==> src/hw/rtl/true_peak_upsampler_x4_unit_macros.svh <==
// Assertion macros shared by the true-peak upsampler RTL.
`ifndef TRUE_PEAK_UPSAMPLER_X4_UNIT_MACROS_SVH
`define TRUE_PEAK_UPSAMPLER_X4_UNIT_MACROS_SVH

// Same-cycle implication, checked outside reset.
`define TPU_ASSERT_NOW(label, pre, post) \
    label: assert property (@(posedge clk) disable iff (!rst_n) (pre) |-> (post)) \
        else $error("true peak upsampler: same-cycle check failed");

// Next-cycle implication, checked outside reset.
`define TPU_ASSERT_NEXT(label, pre, post) \
    label: assert property (@(posedge clk) disable iff (!rst_n) (pre) |=> (post)) \
        else $error("true peak upsampler: next-cycle check failed");

`endif

==> src/hw/rtl/tpu_pkg.sv <==
// Package: constants, transaction and slot types, coefficient table of the upsampler.
`timescale 1ns / 1ps
package tpu_pkg;

    localparam int TAPS      = 12;
    localparam int CHANNELS  = 2;
    localparam int PHASES    = 4;
    localparam int SAMPLE_W  = 24;
    localparam int PEAK_W    = 23;
    localparam int COEF_W    = 16;
    localparam int ACC_W     = 42;
    localparam int FRAC_BITS = 15;
    localparam int PHASE_W   = $clog2(PHASES);
    localparam int CHAN_W    = (CHANNELS > 1) ? $clog2(CHANNELS) : 1;
    localparam int TAP_IDX_W = $clog2(TAPS);
    localparam int NUM_COEF  = PHASES * TAPS;
    localparam int HALF_COEF = NUM_COEF / 2;
    localparam int COEF_IDX_W = TAP_IDX_W + PHASE_W;

    typedef logic signed [COEF_W-1:0] coef_t;

    localparam coef_t COEF_HALF [HALF_COEF] = '{
        16'sd55,    -16'sd955,  -16'sd619,  -16'sd271,
        16'sd359,   16'sd959,   16'sd1083,  16'sd487,
        -16'sd643,  -16'sd1695, -16'sd1907, -16'sd871,
        16'sd1087,  16'sd2919,  16'sd3327,  16'sd1559,
        -16'sd1947, -16'sd5455, -16'sd6563, -16'sd3351,
        16'sd4499,  16'sd15239, 16'sd25551, 16'sd31855
    };

    typedef struct packed {
        logic                       channel;
        logic signed [SAMPLE_W-1:0] sample;
        logic                       block_start;
    } in_item_t;

    typedef struct packed {
        logic signed [SAMPLE_W-1:0] interp_value;
        logic [PHASE_W-1:0]         phase;
        logic                       last;
        logic [PEAK_W-1:0]          block_peak;
    } out_item_t;

    typedef struct packed {
        logic                       valid;
        logic [PHASE_W-1:0]         phase;
        logic [CHAN_W-1:0]          chan;
        logic                       block_start;
        logic signed [SAMPLE_W-1:0] shift_data;
        logic signed [ACC_W-1:0]    acc;
    } slot_t;

    function automatic coef_t coef_at(logic [PHASE_W-1:0] phase, logic [TAP_IDX_W-1:0] tap);
        logic [COEF_IDX_W-1:0] idx;
        logic [COEF_IDX_W-1:0] mirror;
        idx = {tap, phase};
        mirror = COEF_IDX_W'(NUM_COEF - 1) - idx;
        if (idx >= COEF_IDX_W'(NUM_COEF)) begin
            return '0;
        end
        if (idx >= COEF_IDX_W'(HALF_COEF)) begin
            return COEF_HALF[mirror[$clog2(HALF_COEF)-1:0]];
        end
        return COEF_HALF[idx[$clog2(HALF_COEF)-1:0]];
    endfunction

endpackage

==> src/hw/rtl/tpu_out.sv <==
// Output stage: scale, saturate, track the block peak and hold the result transaction.
`timescale 1ns / 1ps
`include "true_peak_upsampler_x4_unit_macros.svh"
module tpu_out (
    input  logic               clk,
    input  logic               rst_n,
    input  tpu_pkg::slot_t     tail,
    output logic               advance,
    output logic               interp_valid,
    input  logic               interp_ready,
    output tpu_pkg::out_item_t interp_data
);

    localparam int SW = tpu_pkg::SAMPLE_W;
    localparam int PW = tpu_pkg::PEAK_W;

    logic signed [tpu_pkg::ACC_W-1:0] shifted;
    logic                             in_range;
    logic signed [SW-1:0]             value;
    logic [SW-1:0]                    neg_value;
    logic [PW-1:0]                    mag;
    logic [PW-1:0]                    peak_base;
    logic [PW-1:0]                    peak_new;
    logic [PW-1:0]                    peak_reg;
    logic                             valid_reg;
    tpu_pkg::out_item_t               data_reg;

    assign advance = !tail.valid || !valid_reg || interp_ready;
    assign shifted = tail.acc >>> tpu_pkg::FRAC_BITS;
    assign in_range = (&shifted[tpu_pkg::ACC_W-1:SW-1]) || !(|shifted[tpu_pkg::ACC_W-1:SW-1]);

    always_comb
    begin
        if (in_range)
        begin
            value = shifted[SW-1:0];
        end
        else if (shifted[tpu_pkg::ACC_W-1])
        begin
            value = {1'b1, {(SW-1){1'b0}}};
        end
        else
        begin
            value = {1'b0, {(SW-1){1'b1}}};
        end
        neg_value = -value;
        if (!value[SW-1])
        begin
            mag = value[PW-1:0];
        end
        else if (value == {1'b1, {(SW-1){1'b0}}})
        begin
            mag = '1;
        end
        else
        begin
            mag = neg_value[PW-1:0];
        end
        peak_base = tail.block_start ? '0 : peak_reg;
        peak_new  = (mag > peak_base) ? mag : peak_base;
    end

    always_ff @(posedge clk or negedge rst_n)
    begin
        if (!rst_n)
        begin
            valid_reg <= 1'b0;
            peak_reg  <= '0;
        end
        else
        begin
            if (!valid_reg || interp_ready)
            begin
                valid_reg <= tail.valid;
            end
            if (advance && tail.valid)
            begin
                peak_reg <= peak_new;
            end
        end
    end

    always_ff @(posedge clk)
    begin
        if (advance && tail.valid)
        begin
            data_reg.interp_value <= value;
            data_reg.phase        <= tail.phase;
            data_reg.last         <= (tail.phase == tpu_pkg::PHASE_W'(tpu_pkg::PHASES - 1));
            data_reg.block_peak   <= peak_new;
        end
    end

    assign interp_valid = valid_reg;
    assign interp_data  = data_reg;

    `TPU_ASSERT_NOW(a_out_peak_shown, interp_valid, interp_data.block_peak == peak_reg)
    `TPU_ASSERT_NOW(a_out_clear_first, tail.valid && tail.block_start, tail.phase == '0)
    `TPU_ASSERT_NEXT(a_out_peak_rise, tail.valid && advance && !tail.block_start,
                     peak_reg >= $past(peak_reg))

endmodule

==> config.mk <==
export PLATFORM = sky130hd
export DESIGN_NAME = tpu_out
export DESIGN_NICKNAME = d
export VERILOG_FILES = /design/src/hw/rtl/tpu_pkg.sv /design/src/hw/rtl/tpu_out.sv
export VERILOG_INCLUDE_DIRS = /design/src /design/src/hw/rtl
export SDC_FILE = /design/constraint.sdc
export NUM_CORES = 1
export LEC_CHECK = 0
export BUFFER_PORTS_ARGS = -buffer_cell sky130_fd_sc_hd__buf_2
export CAP_MARGIN = 20
export CORE_UTILIZATION = 39
export CTS_CLUSTER_SIZE = 28
export DETAILED_ROUTE_END_ITERATION = 7
export SETUP_SLACK_MARGIN = 0.1
export SLEW_MARGIN = 20
export SYNTH_ARGS = -nofsm -noshare
export SYNTH_HDL_FRONTEND = slang
export SYNTH_SLANG_ARGS = --single-unit
==> constraint.sdc <==
create_clock -name clk -period 2.2 [get_ports clk]
set_input_delay 0.33 -clock clk [delete_from_list [all_inputs] [get_ports clk]]
set_output_delay 0.33 -clock clk [all_outputs]
set_load 0.05 [all_outputs]
==> flow_metrics.env <==
export IMPL_violations="setup timing"
export IMPL_drt_iter0_markers=371
export IMPL_dp_hpwl_um=11730
export IMPL_ios=126
export IMPL_rrSetupSlack_ps=-190
export IMPL_hold_viol_final=0
export IMPL_clock_root_buffer="clkbuf_16"
export IMPL_synth_top_family_by_area="compound AO/OA/AOI/OAI gates"
export IMPL_place_gp_congestion=1.010
export IMPL_dieArea_um2=12930
export IMPL_timing_worst_slew_pin_value_ps=616.2
export IMPL_grt_max_degree=51
export IMPL_die_x_um=113.7
export IMPL_clk_pin_slew_worst_paths_ps=60
export IMPL_status="complete, but fails checks"
export IMPL_overflow=0
export IMPL_synth_xor_area_share_pct=0.5397
export IMPL_worstPathRequired_ps=2440
export IMPL_skew_ps=9.253
export IMPL_clk_latency_ps=350
export IMPL_muxShareOfSynthArea_pct=3.084
export IMPL_start_kind="primary input"
export IMPL_maxCapViolCount=0
export IMPL_setup_ws_ps=-1681
export IMPL_track_usage_pct=26.97
export IMPL_cts_tree="built"
export IMPL_synth_compound_area_share_pct=25.37
export IMPL_slew_headroom_pct=58.92
export IMPL_coreArea_um2=12110
export IMPL_async_flop_share_pct=32.43
export IMPL_synthDistinctLibCells=74
export IMPL_antennaDiodeCount=0
export IMPL_syn_area_um2=4868
export IMPL_io_buffers=85
export IMPL_cp_max_fo=7
export IMPL_drc=0
export IMPL_ys_flop_type="edfxtp_1"
export IMPL_start_util_pct=40.20
export IMPL_syn_avg_cell_area_um2=9.717
export IMPL_htree_levels=3
export IMPL_hold_ws_ps=171.1
export IMPL_largest_reg_flops=50
export IMPL_drv_slew=0
export IMPL_syn_inst=501
export IMPL_yosysSeqAreaShare_pct=43.18
export IMPL_cts_buffers=9
export IMPL_cp_top_family="simple AND/OR/NAND/NOR gates"
export IMPL_layout_min_cycle_time_ps=3881
export IMPL_yosysTopAreaCellShare_pct=30.84
export IMPL_max_freq_mhz=257.7
export IMPL_synthAdderAreaFrac_pct=6.168
export IMPL_syn_nets=599
export IMPL_period_share_pct=176.4
export IMPL_viasPerCell=5.467
export IMPL_critPathBufInv=5
export IMPL_holdCritPathClass="primary input to flip-flop"
export IMPL_numClockSinks=74
export IMPL_grt_pass1_vias=4963
export IMPL_synth_edf_count=50
export IMPL_yosysTopAreaCell="edfxtp_1"
export IMPL_synthTopCellsByArea="edfxtp_1, dfrtp_1, ha_1"
export IMPL_cpPeakStageDelay_ps=550
export IMPL_wire_per_inst_um=18.20
export IMPL_worst_path_max_delay_cell="or4_4"
export IMPL_final_nets=845
export IMPL_placed_area_um2=6773
export IMPL_yosysMostFrequentCell="nand2_1"
export IMPL_worstSetupEndpointType="flip-flop"
export IMPL_clockBufferDepth=2
export IMPL_dr_pass1_iters=5
export IMPL_antenna_found_initial=0
export IMPL_layout_drive_gt1_share_pct=48.94
export IMPL_synthTopCellsByCount="nand2_1, edfxtp_1, nor2_1, a21oi_1"
export IMPL_vias=5030
export IMPL_ys_seq_elements=74
export IMPL_synthSimpleGateAreaFrac_pct=16.50
export IMPL_postRouteAntennaNets=0
export IMPL_grt_pass1_wl_um=26430
export IMPL_rows=40
export IMPL_die_h_um=113.7
export IMPL_ys_warn_count=0
export IMPL_setup_viol=46
export IMPL_p_leak_uw=0.003257
export IMPL_cp_cell_sequence="buf_8, or4_4, nand2_4, a21o_1, inv_2, ha_4, nand2_2, or2_4, nor2_4, and3_4, buf_4, nor2_2, inv_1, ha_1, nand2_1, nor4_4, o211ai_1, nand3_2, nand2_4, a21o_4, buf_6, a22o_1"
export IMPL_ir_drop_uv=377.1
export IMPL_arrival_ps=4120
export IMPL_cp_common_cell="nand2_4"
export IMPL_crit_type="primary input to flip-flop"
export IMPL_rsz0062_at_grt="yes"
export IMPL_area_delta_synth_final_pct=54.02
export IMPL_p_per_area_nw_per_um2=689.0
export IMPL_fin_area_um2=7498
export IMPL_wl_um=16750
-- area by class of cell --
class	count	area (um^2)
Clock buffer	10	239.0
Clock inverter	6	40.04
Fill cell	1075	4613
Inverter	23	90.09
Multi-Input combinational cell	370	2887
Sequential cell	74	2102
Tap cell	168	210.2
Timing Repair Buffer	269	1931
-- logic make-up (layout without fill, tap and decap cells) --
kind of cell | count (synthesis) | after routing
AO/OA/AOI/OAI | 168 | 168
buffers and inverters | 57 | 308
multiplexers | 15 | 15
flip-flops | 74 | 74
adder cells (fa/ha/maj) | 24 | 24
XOR/XNOR | 3 | 3
AND/OR/NAND/NOR | 160 | 160
-- metrics by stage --
step | util (%) | power [uW] | setup TNS, ps | setup WS (ps) | std cells
floorplan | - | 2859 | -88580 | -1952 | 501
global placement | 55.92 | 3530 | -97170 | -2191 | 888
detailed placement | 55.92 | 3558 | -100190 | -2307 | 888
CTS | 61.16 | 5140 | -67670 | -1539 | 916
global route | 61.91 | 5406 | -80740 | -1828 | 920
finish | 61.91 | 5167 | -73450 | -1681 | 920
-- worst reg2reg max path: stages, from the launching register on --
cell      delay (ps)
dfrtp_1          360
nand2_1           90
ha_1             350
nand3_4          120
nor4_4           350
o211ai_1         190
nand3_2          140
nand2_4           80
a21o_4           240
buf_6            140
a22o_1           230
-- path summary, 6_finish.rpt --
kind | startpoint | end | depth (start not counted)
min reg2reg | peak_reg[0] | peak_reg[0] | 1
min | tail[68] | interp_data[24] | 1
min in group asynchronous | rst_n | peak_reg[13] | 2
max in group asynchronous | rst_n | peak_reg[8] | 2
max reg2reg | peak_reg[22] | peak_reg[12] | 10
max | tail[40] | peak_reg[12] | 22
-- where the power goes --
group	total, uW	switching (uW)	leakage, uW	internal (uW)
Clock	1400	609	0.000139	794
Sequential	1790	80.3	0.000760	1710
Combinational	1970	1110	0.00236	856
Total	5170	1800	0.00326	3360
-- layout by cell type, fill, tap and decap left out, types with 9 or more instances in the layout --
master     count
nor3_1        12
ha_1          17
dfrtp_1       24
a21o_1        19
edfxtp_1      50
buf_4        163
a31oi_1       11
nand2_1       50
a21oi_1       30
o2bb2ai_1      9
buf_2         85
buf_6         13
nor2_1        27
a22o_1        10
o21ai_0       17
clkbuf_16      9
mux2i_1       14
inv_1         18
-- what timing repair did --
action | 4_1_cts | 5_1_grt
gates cloned | 4 | 1
buffers inserted | 7 | 4
pin swaps | 40 | 21
hold endpoints to repair | 24 | 0
endpoints found under the setup margin | 46 | 46
resized for setup | 53 | 21
hold buffers | 1 | 0
-- layer usage --
metal / share of wire (%) / vias up / track usage [%]
met5: 0 / - / 0
met1: 46 / 2444 / 36.47
li1: - / 2394 / -
met2: 47 / 162 / 43.05
met4: 2.6 / 0 / 9.912
met3: 5.1 / 30 / 5.101
Note: power is estimated with default switching activity, not from simulation.
