### src/hw/rtl/true_peak_upsampler_x4_unit_macros.svh
// Assertion macros shared by the true-peak upsampler RTL.
`ifndef TRUE_PEAK_UPSAMPLER_X4_UNIT_MACROS_SVH
`define TRUE_PEAK_UPSAMPLER_X4_UNIT_MACROS_SVH

// Same-cycle implication, checked outside reset.
`define TPU_ASSERT_NOW(label, pre, post) \
    label: assert property (@(posedge clk) disable iff (!rst_n) (pre) |-> (post)) \
        else $error("true peak upsampler: same-cycle check failed");

// Next-cycle implication, checked outside reset.
`define TPU_ASSERT_NEXT(label, pre, post) \
    label: assert property (@(posedge clk) disable iff (!rst_n) (pre) |=> (post)) \
        else $error("true peak upsampler: next-cycle check failed");

`endif

### src/hw/rtl/tpu_pkg.sv
// Package: constants, transaction and slot types, coefficient table of the upsampler.
`timescale 1ns / 1ps
package tpu_pkg;

    localparam int TAPS      = 12;
    localparam int CHANNELS  = 2;
    localparam int PHASES    = 4;
    localparam int SAMPLE_W  = 24;
    localparam int PEAK_W    = 23;
    localparam int COEF_W    = 16;
    localparam int ACC_W     = 42;
    localparam int FRAC_BITS = 15;
    localparam int PHASE_W   = $clog2(PHASES);
    localparam int CHAN_W    = (CHANNELS > 1) ? $clog2(CHANNELS) : 1;
    localparam int TAP_IDX_W = $clog2(TAPS);
    localparam int NUM_COEF  = PHASES * TAPS;
    localparam int HALF_COEF = NUM_COEF / 2;
    localparam int COEF_IDX_W = TAP_IDX_W + PHASE_W;

    typedef logic signed [COEF_W-1:0] coef_t;

    localparam coef_t COEF_HALF [HALF_COEF] = '{
        16'sd55,    -16'sd955,  -16'sd619,  -16'sd271,
        16'sd359,   16'sd959,   16'sd1083,  16'sd487,
        -16'sd643,  -16'sd1695, -16'sd1907, -16'sd871,
        16'sd1087,  16'sd2919,  16'sd3327,  16'sd1559,
        -16'sd1947, -16'sd5455, -16'sd6563, -16'sd3351,
        16'sd4499,  16'sd15239, 16'sd25551, 16'sd31855
    };

    typedef struct packed {
        logic                       channel;
        logic signed [SAMPLE_W-1:0] sample;
        logic                       block_start;
    } in_item_t;

    typedef struct packed {
        logic signed [SAMPLE_W-1:0] interp_value;
        logic [PHASE_W-1:0]         phase;
        logic                       last;
        logic [PEAK_W-1:0]          block_peak;
    } out_item_t;

    typedef struct packed {
        logic                       valid;
        logic [PHASE_W-1:0]         phase;
        logic [CHAN_W-1:0]          chan;
        logic                       block_start;
        logic signed [SAMPLE_W-1:0] shift_data;
        logic signed [ACC_W-1:0]    acc;
    } slot_t;

    function automatic coef_t coef_at(logic [PHASE_W-1:0] phase, logic [TAP_IDX_W-1:0] tap);
        logic [COEF_IDX_W-1:0] idx;
        logic [COEF_IDX_W-1:0] mirror;
        idx = {tap, phase};
        mirror = COEF_IDX_W'(NUM_COEF - 1) - idx;
        if (idx >= COEF_IDX_W'(NUM_COEF)) begin
            return '0;
        end
        if (idx >= COEF_IDX_W'(HALF_COEF)) begin
            return COEF_HALF[mirror[$clog2(HALF_COEF)-1:0]];
        end
        return COEF_HALF[idx[$clog2(HALF_COEF)-1:0]];
    endfunction

endpackage

### src/hw/rtl/tpu_cell.sv
// Filter cell: holds one tap per channel, shifts the delay line, adds one product.
`timescale 1ns / 1ps
module tpu_cell (
    input  logic                           clk,
    input  logic                           rst_n,
    input  logic                           advance,
    input  logic [tpu_pkg::TAP_IDX_W-1:0]  cell_idx,
    input  tpu_pkg::slot_t                 slot_in,
    output tpu_pkg::slot_t                 slot_out
);

    logic signed [tpu_pkg::SAMPLE_W-1:0]                  tap_reg [tpu_pkg::CHANNELS];
    logic signed [tpu_pkg::SAMPLE_W-1:0]                  tap_sel;
    logic signed [tpu_pkg::SAMPLE_W-1:0]                  tap_use;
    logic                                                 first;
    tpu_pkg::coef_t                                       coef;
    logic signed [tpu_pkg::SAMPLE_W+tpu_pkg::COEF_W-1:0]  product;
    tpu_pkg::slot_t                                       slot_reg;
    tpu_pkg::slot_t                                       slot_next;

    assign first   = slot_in.valid && (slot_in.phase == '0);
    assign tap_sel = tap_reg[slot_in.chan];
    assign tap_use = first ? slot_in.shift_data : tap_sel;
    assign coef    = tpu_pkg::coef_at(slot_in.phase, cell_idx);
    assign product = coef * tap_use;

    always_comb
    begin
        slot_next            = slot_in;
        slot_next.acc        = slot_in.acc + tpu_pkg::ACC_W'(product);
        slot_next.shift_data = first ? tap_sel : slot_in.shift_data;
    end

    always_ff @(posedge clk or negedge rst_n)
    begin
        if (!rst_n)
        begin
            slot_reg <= '0;
            for (int c = 0; c < tpu_pkg::CHANNELS; c++)
            begin
                tap_reg[c] <= '0;
            end
        end
        else if (advance)
        begin
            slot_reg <= slot_next;
            if (first)
            begin
                tap_reg[slot_in.chan] <= slot_in.shift_data;
            end
        end
    end

    assign slot_out = slot_reg;

endmodule

### config.mk
export PLATFORM = sky130hd
export DESIGN_NAME = tpu_cell
export DESIGN_NICKNAME = d
export VERILOG_FILES = /design/src/hw/rtl/true_peak_upsampler_x4_unit_macros.svh /design/src/hw/rtl/tpu_pkg.sv /design/src/hw/rtl/tpu_cell.sv
export SDC_FILE = /design/constraint.sdc
export NUM_CORES = 2
export LEC_CHECK = 0
export ABC_CLOCK_PERIOD_IN_PS = 14900
export BUFFER_PORTS_ARGS = -buffer_cell sky130_fd_sc_hd__buf_2
export CAP_MARGIN = 30
export CORE_MARGIN = 4
export CORE_UTILIZATION = 30
export CTS_CLUSTER_SIZE = 40
export DETAILED_ROUTE_END_ITERATION = 12
export PLACE_DENSITY = 0.52
export SLEW_MARGIN = 25
export SYNTH_ARGS = -nofsm -noshare
export SYNTH_HDL_FRONTEND = slang
export SYNTH_SLANG_ARGS = --single-unit
export TNS_END_PERCENT = 10
### constraint.sdc
create_clock -name clk -period 14.9 [get_ports clk]
set_clock_uncertainty 0.2 [all_clocks]
set_input_delay 0.745 -clock clk [delete_from_list [all_inputs] [get_ports clk]]
set_output_delay 0.745 -clock clk [all_outputs]
set_load 0.1 [all_outputs]
==> results.sh <==
export IMPL_max_cap_viol_count=0
export IMPL_average_routed_wire_per_standard_cell_um=18.6
export IMPL_clk_path_buf_depth=2
export IMPL_cts_htree_levels=4
export IMPL_critical_path_buf_inv_count=8
export IMPL_met1_usage_pct=21.4
export IMPL_cp_arrival_ns=9.87
export IMPL_largest_register_ff_count=71
export IMPL_multiInputGateArea_mm2=0.0164
export IMPL_design_area_mm2=0.0240
export IMPL_drc=0
export IMPL_die_area_mm2=0.0760
export IMPL_synth_seq_area_share_pct=13.9
export IMPL_seq_area_mm2=0.00298
export IMPL_yosys_most_used_dff="sky130_fd_sc_hd__dfrtp_1"
export IMPL_maximum_net_fanout_on_the_critical_path=60
export IMPL_cts_clk_slew_worst_paths_ns=0.09
export IMPL_flow_area_growth_from_synthesis_pct=11.9
export IMPL_grt_max_degree=68
export IMPL_clock_sink_count=119
export IMPL_synthesis_area_per_instance_um2=9.36
export IMPL_grt_util_met3_pct=2.92
export IMPL_initial_core_util_pct=30.5
export IMPL_globalRouteTotalUtil_pct=17.1
export IMPL_worstPathRequired_ns=15.04
export IMPL_post_route_cells_drive_above_1_share_pct=14.6
export IMPL_tritoncts="yes"
export IMPL_final_min_period_over_clock_period_pct=65.3
export IMPL_syn_cell_area_mm2=0.0215
export IMPL_grt_pass1_vias=17900
export IMPL_final_max_slew_viol_count=0
export IMPL_die_x_um=276
export IMPL_setup_violations_final=0
export IMPL_syn_inst=2297
export IMPL_slowest_stage="sky130_fd_sc_hd__mux2i_4"
export IMPL_yosys_warnings=0
export IMPL_end_kind="register"
export IMPL_synth_top_cells_by_area="sky130_fd_sc_hd__fa_1 40%, sky130_fd_sc_hd__dfrtp_1 14%, sky130_fd_sc_hd__inv_1 8.2%"
export IMPL_cts_buffers_inserted=17
export IMPL_mapped_nets=2926
export IMPL_ys_top_cells_by_count="471 x sky130_fd_sc_hd__inv_1, 425 x sky130_fd_sc_hd__fa_1, 262 x sky130_fd_sc_hd__nor2_1, 221 x sky130_fd_sc_hd__nand2_1, 126 x sky130_fd_sc_hd__ha_1"
export IMPL_setup_worst_path_class="input port to register"
export IMPL_wl_um=62600
export IMPL_post_synth_top_area_fraction_pct=39.6
export IMPL_drt_pass1_iter_count=5
export IMPL_dieHeight_um=276
export IMPL_hpwl_um=51500
export IMPL_post_cts_repair_setup_buffers=0
export IMPL_most_numerous_cell_in_the_yosys_netlist="sky130_fd_sc_hd__inv_1"
export IMPL_ys_ff_latch=119
export IMPL_synth_top_area_cell="sky130_fd_sc_hd__fa_1"
export IMPL_core_region_area_mm2=0.0705
export IMPL_fmax_mhz=103
export IMPL_kind_of_cell_adding_the_most_delay_to_the_critical_path="adder cells"
export IMPL_post_drt_via_cell_ratio=4.79
export IMPL_layout_min_cycle_time_ns=9.73
export IMPL_tightest_slew_ns=0.933
export IMPL_placementRows=97
export IMPL_hold_path_class="register to register"
export IMPL_grt_first_pass_wirelength_um=101000
export IMPL_run_status="completed"
export IMPL_timing_critical_path_from_type="input port"
export IMPL_gp_congestion=0.910
export IMPL_yosysUniqueCellTypes=82
export IMPL_timing_final_hold_violations=0
export IMPL_busiest_layer="met2"
export IMPL_grt_setup_unrepaired="false"
export IMPL_detail_route_iter0_violations=924
export IMPL_nets=3041
export IMPL_grt_antenna_before_repair=1
export IMPL_synth_enable_flop_cells=0
export IMPL_worst_path_largest_cell_delay_ns=0.72
export IMPL_num_vias=16100
export IMPL_place_port_buffers=148
export IMPL_clockRootBuffer="sky130_fd_sc_hd__clkbuf_16"
export IMPL_final_setup_tns_ns=0
export IMPL_worstSkewPairLatency_ns=0.44
export IMPL_groute_layer_met2_usage_pct=30.4
export IMPL_synth_async_sr_flop_share_pct=100
export IMPL_io_pins=149
export IMPL_placed_inst_area_mm2=0.0234
export IMPL_n_fill_cell=7250
export IMPL_antenna_left=0
export IMPL_global_route_overflow_total=0
export IMPL_slew_limit_headroom_pct=37.3
## placed cells by master, fill, tap and decap left out, types with 7 or more instances in the layout
cell type | netlist | layout
sky130_fd_sc_hd__a21oi_1 | 47 | 44
sky130_fd_sc_hd__o21ai_1 | 35 | 36
sky130_fd_sc_hd__a21o_1 | 15 | 15
sky130_fd_sc_hd__xnor2_1 | 27 | 27
sky130_fd_sc_hd__buf_2 | 14 | 146
sky130_fd_sc_hd__nand2_1 | 221 | 220
sky130_fd_sc_hd__ha_1 | 126 | 126
sky130_fd_sc_hd__nand2b_1 | 19 | 19
sky130_fd_sc_hd__o21ai_0 | 53 | 52
sky130_fd_sc_hd__clkbuf_16 | 0 | 17
sky130_fd_sc_hd__nand4_1 | 8 | 8
sky130_fd_sc_hd__and3_1 | 7 | 7
sky130_fd_sc_hd__nor2_1 | 262 | 261
sky130_fd_sc_hd__o211ai_1 | 13 | 13
sky130_fd_sc_hd__nor2b_1 | 15 | 15
sky130_fd_sc_hd__dfrtp_1 | 119 | 119
sky130_fd_sc_hd__a211oi_1 | 13 | 13
sky130_fd_sc_hd__or2_2 | 7 | 7
sky130_fd_sc_hd__nand3_1 | 18 | 18
sky130_fd_sc_hd__and2_1 | 16 | 16
sky130_fd_sc_hd__o21a_1 | 29 | 29
sky130_fd_sc_hd__nor3_1 | 15 | 15
sky130_fd_sc_hd__fa_1 | 425 | 425
sky130_fd_sc_hd__buf_4 | 1 | 33
sky130_fd_sc_hd__mux2i_1 | 26 | 26
sky130_fd_sc_hd__xor2_1 | 9 | 9
sky130_fd_sc_hd__inv_1 | 471 | 471
sky130_fd_sc_hd__o31ai_1 | 8 | 8
sky130_fd_sc_hd__or3_1 | 10 | 9
sky130_fd_sc_hd__mux2_2 | 98 | 98
sky130_fd_sc_hd__a31oi_1 | 8 | 7
## metrics by stage
| stage | utilization (%) | setup WS, ns | hold slack (ns) | std cells |
|---|---|---|---|---|
| 4_1_cts | 34.0 | 5.26 | 0.252 | 3361 |
| 3_5_place_dp | 33.2 | 4.81 | 0.269 | 3329 |
| 6_report | 34.1 | 5.17 | 0.296 | 3366 |
| 5_1_grt | 34.1 | 4.67 | 0.314 | 3365 |
| 3_3_place_gp | 33.1 | 4.92 | 0.264 | 3328 |
| 2_1_floorplan | - | 6.86 | 0.249 | 2297 |
## kinds of logic after synthesis
logic type | after synthesis | share of synthesized area (%)
simple gates | 621 | 12.4
buf+inv | 563 | 9.93
mux | 129 | 6.83
compound gates | 278 | 8.56
fa+ha+maj | 551 | 46.9
xor+xnor | 36 | 1.47
flops | 119 | 13.9
## layer usage
layer  vias to the layer above  part of all wire, %
met1                      8261                   42
met2                       409                   51
li1                       7362                    -
met4                         0                  2.9
met3                        87                  4.7
met5                         -                    0
## cell type report
| class | count | area share, % |
|---|---|---|
| Tap cell | 940 | 4.89 |
| Clock inverter | 14 | 0.713 |
| Antenna cell | 1 | 0.0104 |
| Clock buffer | 18 | 1.83 |
| Multi-Input combinational cell | 1615 | 68.3 |
| Timing Repair Buffer | 184 | 4.42 |
| Inverter | 475 | 7.41 |
| Sequential cell | 119 | 12.4 |
## what timing repair did
action | 4_1_cts | 5_1_grt
hold endpoints to repair | 0 | 17
resized for setup | 0 | 0
hold buffers | 0 | 1
## worst paths after layout
kind,depth (start not counted),from,slack (ns),endpoint
min in group asynchronous,2,rst_n,0.51,slot_out[35]
setup / recovery,27,slot_in[68],5.17,slot_out[40]
setup reg to reg,22,tap_reg[21],6.95,slot_out[40]
max in group asynchronous,4,rst_n,12.61,slot_out[14]
hold / removal,1,slot_out[11],0.30,slot_out[11]
hold reg to reg,1,slot_out[11],0.30,slot_out[11]
Power is not shown: default switching activity piles up to over one toggle a cycle in this logic, so the estimate is an artifact.
