## config.mk

```make
export PLATFORM = sky130hd
export DESIGN_NAME = tpu_issue
export DESIGN_NICKNAME = d
export VERILOG_FILES = /design/src/hw/rtl/tpu_pkg.sv /design/src/hw/rtl/tpu_issue.sv
export VERILOG_INCLUDE_DIRS = /design/src /design/src/hw/rtl
export SDC_FILE = /design/constraint.sdc
export NUM_CORES = 1
export LEC_CHECK = 0
export BUFFER_PORTS_ARGS = -buffer_cell sky130_fd_sc_hd__buf_2
export CORE_UTILIZATION = 39
export DETAILED_ROUTE_END_ITERATION = 6
export PLACE_DENSITY = 0.79
export SLEW_MARGIN = 20
export SYNTH_ARGS = -nofsm -noshare
export SYNTH_HDL_FRONTEND = slang
export SYNTH_SLANG_ARGS = --single-unit
export TNS_END_PERCENT = 50
```

## constraint.sdc

```tcl
create_clock -name clk -period 2.48 [get_ports clk]
set_clock_uncertainty 0.15 [all_clocks]
set_input_delay 0.496 -clock clk [delete_from_list [all_inputs] [get_ports clk]]
set_output_delay 0.496 -clock clk [all_outputs]
set_load 0.02 [all_outputs]
```

## src/hw/rtl/true_peak_upsampler_x4_unit_macros.svh

```systemverilog
// Assertion macros shared by the true-peak upsampler RTL.
`ifndef TRUE_PEAK_UPSAMPLER_X4_UNIT_MACROS_SVH
`define TRUE_PEAK_UPSAMPLER_X4_UNIT_MACROS_SVH

// Same-cycle implication, checked outside reset.
`define TPU_ASSERT_NOW(label, pre, post) \
    label: assert property (@(posedge clk) disable iff (!rst_n) (pre) |-> (post)) \
        else $error("true peak upsampler: same-cycle check failed");

// Next-cycle implication, checked outside reset.
`define TPU_ASSERT_NEXT(label, pre, post) \
    label: assert property (@(posedge clk) disable iff (!rst_n) (pre) |=> (post)) \
        else $error("true peak upsampler: next-cycle check failed");

`endif

```

## src/hw/rtl/tpu_pkg.sv

```systemverilog
// Package: constants, transaction and slot types, coefficient table of the upsampler.
`timescale 1ns / 1ps
package tpu_pkg;

    localparam int TAPS      = 12;
    localparam int CHANNELS  = 2;
    localparam int PHASES    = 4;
    localparam int SAMPLE_W  = 24;
    localparam int PEAK_W    = 23;
    localparam int COEF_W    = 16;
    localparam int ACC_W     = 42;
    localparam int FRAC_BITS = 15;
    localparam int PHASE_W   = $clog2(PHASES);
    localparam int CHAN_W    = (CHANNELS > 1) ? $clog2(CHANNELS) : 1;
    localparam int TAP_IDX_W = $clog2(TAPS);
    localparam int NUM_COEF  = PHASES * TAPS;
    localparam int HALF_COEF = NUM_COEF / 2;
    localparam int COEF_IDX_W = TAP_IDX_W + PHASE_W;

    typedef logic signed [COEF_W-1:0] coef_t;

    localparam coef_t COEF_HALF [HALF_COEF] = '{
        16'sd55,    -16'sd955,  -16'sd619,  -16'sd271,
        16'sd359,   16'sd959,   16'sd1083,  16'sd487,
        -16'sd643,  -16'sd1695, -16'sd1907, -16'sd871,
        16'sd1087,  16'sd2919,  16'sd3327,  16'sd1559,
        -16'sd1947, -16'sd5455, -16'sd6563, -16'sd3351,
        16'sd4499,  16'sd15239, 16'sd25551, 16'sd31855
    };

    typedef struct packed {
        logic                       channel;
        logic signed [SAMPLE_W-1:0] sample;
        logic                       block_start;
    } in_item_t;

    typedef struct packed {
        logic signed [SAMPLE_W-1:0] interp_value;
        logic [PHASE_W-1:0]         phase;
        logic                       last;
        logic [PEAK_W-1:0]          block_peak;
    } out_item_t;

    typedef struct packed {
        logic                       valid;
        logic [PHASE_W-1:0]         phase;
        logic [CHAN_W-1:0]          chan;
        logic                       block_start;
        logic signed [SAMPLE_W-1:0] shift_data;
        logic signed [ACC_W-1:0]    acc;
    } slot_t;

    function automatic coef_t coef_at(logic [PHASE_W-1:0] phase, logic [TAP_IDX_W-1:0] tap);
        logic [COEF_IDX_W-1:0] idx;
        logic [COEF_IDX_W-1:0] mirror;
        idx = {tap, phase};
        mirror = COEF_IDX_W'(NUM_COEF - 1) - idx;
        if (idx >= COEF_IDX_W'(NUM_COEF)) begin
            return '0;
        end
        if (idx >= COEF_IDX_W'(HALF_COEF)) begin
            return COEF_HALF[mirror[$clog2(HALF_COEF)-1:0]];
        end
        return COEF_HALF[idx[$clog2(HALF_COEF)-1:0]];
    endfunction

endpackage

```

## src/hw/rtl/tpu_issue.sv

```systemverilog
// Input sequencer: takes one sample transaction and issues its four phase slots.
`timescale 1ns / 1ps
`include "true_peak_upsampler_x4_unit_macros.svh"
module tpu_issue (
    input  logic             clk,
    input  logic             rst_n,
    input  logic             advance,
    input  logic             sample_valid,
    output logic             sample_ready,
    input  tpu_pkg::in_item_t sample_data,
    output tpu_pkg::slot_t   slot
);

    logic                                busy_reg;
    logic                                busy_next;
    logic [tpu_pkg::PHASE_W-1:0]         phase_reg;
    logic [tpu_pkg::PHASE_W-1:0]         phase_next;
    logic [tpu_pkg::CHAN_W-1:0]          chan_reg;
    logic signed [tpu_pkg::SAMPLE_W-1:0] sample_reg;
    logic                                block_start_reg;
    logic                                last_phase;
    logic                                accept;
    logic                                chan_ok;

    assign last_phase   = (phase_reg == tpu_pkg::PHASE_W'(tpu_pkg::PHASES - 1));
    assign sample_ready = advance && (!busy_reg || last_phase);
    assign accept       = sample_valid && sample_ready;
    assign chan_ok      = (int'(sample_data.channel) < tpu_pkg::CHANNELS);

    always_comb
    begin
        busy_next  = busy_reg;
        phase_next = phase_reg;
        if (advance && busy_reg)
        begin
            phase_next = phase_reg + tpu_pkg::PHASE_W'(1);
            if (last_phase)
            begin
                busy_next = 1'b0;
            end
        end
        if (accept && chan_ok)
        begin
            busy_next  = 1'b1;
            phase_next = '0;
        end
    end

    always_ff @(posedge clk or negedge rst_n)
    begin
        if (!rst_n)
        begin
            busy_reg  <= 1'b0;
            phase_reg <= '0;
        end
        else
        begin
            busy_reg  <= busy_next;
            phase_reg <= phase_next;
        end
    end

    always_ff @(posedge clk)
    begin
        if (accept && chan_ok)
        begin
            chan_reg        <= tpu_pkg::CHAN_W'(sample_data.channel);
            sample_reg      <= sample_data.sample;
            block_start_reg <= sample_data.block_start;
        end
    end

    always_comb
    begin
        slot             = '0;
        slot.valid       = busy_reg;
        slot.phase       = phase_reg;
        slot.chan        = chan_reg;
        slot.block_start = block_start_reg && (phase_reg == '0);
        slot.shift_data  = sample_reg;
        slot.acc         = '0;
    end

    `TPU_ASSERT_NEXT(a_issue_start, accept && chan_ok, busy_reg && (phase_reg == '0))
    `TPU_ASSERT_NEXT(a_issue_hold, busy_reg && !advance, busy_reg && $stable(phase_reg))

endmodule

```

==> run metrics, run 1 <==
outcome completed; number of H-tree levels 2; Reg-to-Reg End sample_reg[8]; max-cap violations 0; Post-synth EDFFs 26; commonest cells in the synthesized netlist 44 x buf_4, 26 x edfxtp_1, 4 x inv_1, 4 x nand2_1; CP endpoint kind output port; Warnings, synthesis 0; worst r2r src phase_reg[0]; Die W 59.7 um; reg2reg setup slack 0.77 ns; fin util 50.0%; r2r worst-path depth 5; area grow syn2layout 19.4%; Clk Latency, worst-skew pair 0.30 ns; register area share after synthesis about two thirds; first-pass GRT wire length 2590 um; DPL Wire Length 1580 um; Hold Path Class input port to register; Static Leak 0.743 nW; FMAX 518 MHz; CTS resizes 0; CTS Sinks 29; Mapped Area 1300 um2; via count 750; Max Slew Vio Count 0; share of the synthesized area in the top cell type 60.1%; setup TNS 0 ns; Critical Path Start phase_reg[0]; GR Util All Layers a little over a tenth; Synth Flop Type edfxtp_1; Yosys reg bits 29; vias in the first global route 584; clock buffer depth 2; Crit path arrival time 1.28 ns; Pwr Density 813 nW/um2; worst hold stages 1; postcts setup bufs 0; Unique masters post-synth 12; Peak VDD IR 0.278 mV; DRC violations left 0; die area 3560 um2; Cell Rows 20; Initial Util 41.9%; setup violators final 0; RSZ-0062 raised after global routing false; TritonCTS clock tree done; Final Hold Viols 0; clock buffer count from CTS 5; ys async rst share 10.3%; drt wl/cell roughly 9.4 um; IO Count 102; number of flip-flops in the largest register 24; Gate Count Post-Synth between 90 and 100; crit-path max FO 5; core area 3100 um2; Worst-path clk slew around 0.08 ns; port bufs 59; area leader, netlist edfxtp_1; WL final 1900 um; largest net degree at the start of global routing 27; initial DRC count 15; Root Buffer clkbuf_4; number of inserted diodes 0; main area contributors after synthesis edfxtp_1 60%, buf_4 25%, dfrtp_1 5.8%, ha_1 1.9%, o21ai_1 1.2%; antenna violations before repair 0; Antenna Nets Post-Route 0; Avg Vias per Cell 3.71; die height 59.7 um; Nets 189; period utilization 77.8%; most frequent cell after synthesis buf_4; startpoint of the worst hold path sample_data[18]; Worst Setup Start Kind register; crit path time final 1.93 ns; mean area per synthesized cell 14.1 um2; worst setup path class register to output port; Worst EP required approximately 1.8 ns; drt pass-1 iters 6; Hold Path End sample_reg[17]; total grt overflow 0; fillers 289; fraction of layout cells with a size suffix above 1 between 40% and 50%; routability cong. 0.647
## metal layers
layer  vias to the layer above  track usage [%]  share of wire (%)
li1                        351                -                  -
met1                       333             9.90                 32
met2                        64             17.3                 50
met3                         2             5.84                 17
met4                         0             9.97                1.3
met5                         -                0                  0
## report_power, final
part / leakage [nW] / internal [mW] / switching, mW / total, mW
Combinational: 0.437 / 0.102 / 0.240 / 0.342
Clock: 0.0357 / 0.133 / 0.140 / 0.273
Sequential: 0.271 / 0.610 / 0.0346 / 0.645
## per-stage QoR
stage / cells / cell area, um2 / setup slack [ns] / hold WS (ns) / total power [mW]
global route: 202 / 1550 / 0.443 / 0.184 / 1.34
finish: 202 / 1550 / 0.551 / 0.211 / 1.26
floorplan: 133 / 1450 / 0.195 / 0.0504 / 0.947
global placement: 193 / 1480 / 0.808 / 0.148 / 0.993
detailed placement: 193 / 1480 / 0.770 / 0.149 / 1.00
CTS: 202 / 1550 / 0.521 / 0.193 / 1.27
## cell usage in the layout, fill, tap and decap left out, drive strengths merged, types with 3 or more instances in the layout
master	netlist	layout
o21ai	3	3
dfrtp	3	3
conb	1	42
edfxtp	26	26
clkbuf	0	6
buf	44	60
nand2	4	4
inv	4	4
## how the worst max path moves through the flow
stage                                 end  slack (ns)
after CTS                    sample_ready        0.52
after floorplan           block_start_reg        0.20
after detailed placement   sample_reg[15]        0.77
final                        sample_ready        0.55
after global placement     sample_reg[11]        0.81
after global routing         sample_ready        0.44
## worst max-delay path, cell delays in order (launching register included)
cell and delay (ns):
dfrtp_1 0.41, ha_1 0.21, inv_1 0.06, a21boi_2 0.13, buf_2 0.17
## cell type report
class | instances | area [um2] | share of cell area [%]
inverter | 4 | 15.0 | 0.969
timing repair buffer | 61 | 313 | 20.2
clock buffer | 6 | 51.3 | 3.31
sequential | 29 | 856 | 55.2
multi-input combinational | 56 | 251 | 16.2
tap | 44 | 55.1 | 3.55
clock inverter | 2 | 8.76 | 0.565
## kinds of logic (layout without fill, tap and decap cells)
family                   count (synthesis)  count (layout)  synth area share, %
buffers and inverters                   48              73                 26.6
flip-flops                              29              29                 65.9
adder cells (fa/ha/maj)                  2               2                 1.93
other                                    1              42                0.289
AND/OR/NAND/NOR                          7               7                 2.50
AO/OA/AOI/OAI                            5               5                 2.79
## what timing repair did
action | CTS | global route
endpoints found under the hold margin | 3 | 0
setup endpoints to repair | 0 | 0
hold buffers | 1 | 0
Note: power is estimated with default switching activity, not from simulation.
==> run 2: changes to the inputs <==
- clock period: 2.48 -> 1.99 ns (I/O delays scaled with it)
==> run metrics, run 2 (synthesis results as in run 1) <==
outcome completed; drt wl/cell 9.52 um; reg2reg setup slack roughly 0.32 ns; period utilization a little over 90%; worst setup path class register to output port; register share of total power a little over half; Cell Rows 20; setup TNS 0 ns; first-pass GRT wire length 2600 um; core area 3100 um2; Initial Util between 40% and 50%; Worst Setup Start Kind register; FMAX around 540 MHz; fraction of layout cells with a size suffix above 1 43.9%; Crit path arrival time 1.31 ns; met3 routed WL 358 um; most common cell after layout, fill and taps aside buf_2; TritonCTS clock tree done; Max Slew Vio Count 0; Critical-path top delay cell dfrtp_1; area grow syn2layout 18.3%; initial DRC count 12; area of the multi-input gates 254 um2; number of inserted diodes 0; Worst EP required 1.44 ns; WL met2 958 um; RSZ-0062 raised after global routing false; fillers 290; CTS Sinks 29; port bufs 59; largest net degree at the start of global routing 27; Critical Path Max Stage Delay 0.42 ns; crit-path max FO 5; Net Sw Power 522 uW; antenna violations before repair 0; Post-Place Cells between 150 and 200; setup violators final 0; sequential cell area 856 um2; die area 3560 um2; clock buffer count from CTS 5; via count around 740; Final Non-Filler Cells ~200; max-cap violations 0; Antenna Nets Post-Route 0; Worst-path clk slew 0.09 ns; Reg-to-Reg End sample_reg[18]; power share of the clock group 20.1%; drt pass-1 iters 4; DRC violations left 0; worst r2r src phase_reg[0]; Final Hold Viols 0; r2r worst-path depth 4; Net Sw Frac 33.8%; total grt overflow 0; worst hold stages 1; Root Buffer clkbuf_4; IO Count 102; Hold Path End sample_reg[3]; Hold Path Class input port to register; die height 59.7 um; startpoint of the worst hold path sample_data[4]; number of flip-flops in the largest register 24; GR Util All Layers approximately 11%; Pwr Density 1000 nW/um2; critical path cell sequence ha_1 -> inv_1 -> a21boi_2 -> buf_2; crit path time final 1.86 ns; WL final 1910 um; most frequent cells in the layout 59 x buf_2, 42 x conb_1, 26 x edfxtp_1; Clk Latency, worst-skew pair 0.31 ns; DRT met1 WL roughly 560 um; routability cong. 0.645; vias in the first global route just over 600; CP endpoint kind output port; DPL Wire Length 1520 um; Die W 59.7 um; Comb power frac 27.8%; Top Layer Used met4; Peak VDD IR 0.337 mV; Nets 188; Static Leak 0.736 nW; Avg Vias per Cell 3.69; Pint 1.02 mW; number of H-tree levels 2; clock buffer depth 2
[run 2: final cells by class]
cell class / instances / share of cell area, %
Clock buffer: 6 / 2.69
Tap cell: 44 / 3.58
Clock inverter: 2 / 0.651
Timing Repair Buffer: 60 / 19.9
Inverter: 4 / 0.977
Multi-Input combinational cell: 56 / 16.5
Sequential cell: 29 / 55.7
[run 2: timing repair]
item,4_1_cts,5_1_grt
buffers inserted,0,0
resized for setup,0,0
endpoints found under the hold margin,3,0
hold buffers,1,0
[run 2: metal layers]
layer  vias up  track usage, %
li1        347               -
met1       328            8.02
met3         2            8.01
met4         0            8.97
met2        65            18.9
met5         -               0
[run 2: power groups by stage]
stage	clock, mW	combinational [mW]	sequential [mW]
floorplan	0	0.284	0.899
global placement	0	0.423	0.810
detailed placement	0	0.429	0.816
CTS	0.329	0.434	0.804
global route	0.352	0.468	0.814
finish	0.311	0.429	0.803
[run 2: worst max-delay path by stage]
stage                             from               to  slack [ns]  depth (start not counted)
after floorplan           phase_reg[0]  block_start_reg        0.12                          4
after global routing      phase_reg[0]     sample_ready        0.03                          4
after global placement    phase_reg[0]    sample_reg[9]        0.38                          4
after CTS                 phase_reg[0]     sample_ready        0.11                          4
final                     phase_reg[0]     sample_ready        0.13                          4
after detailed placement  phase_reg[0]    sample_reg[9]        0.35                          4
[run 2: worst max-delay path, delay by kind of cell, from the launching register on]
kind	cells	cell delay [ns]
adder cells (fa/ha/maj)	1	0.21
buffers and inverters	2	0.24
flip-flops	1	0.42
AO/OA/AOI/OAI	1	0.14
[run 2: metrics by stage]
stage	setup WS [ns]	power [mW]	utilization (%)	area (um2)	hold WS, ns
2_1_floorplan	0.122	1.18	-	1460	-0.0476
3_3_place_gp	0.382	1.23	47.5	1480	0.0439
3_5_place_dp	0.346	1.24	47.5	1480	0.0471
4_1_cts	0.105	1.57	49.5	1540	0.0864
5_1_grt	0.0275	1.63	49.5	1540	0.0783
6_report	0.132	1.54	49.5	1540	0.109
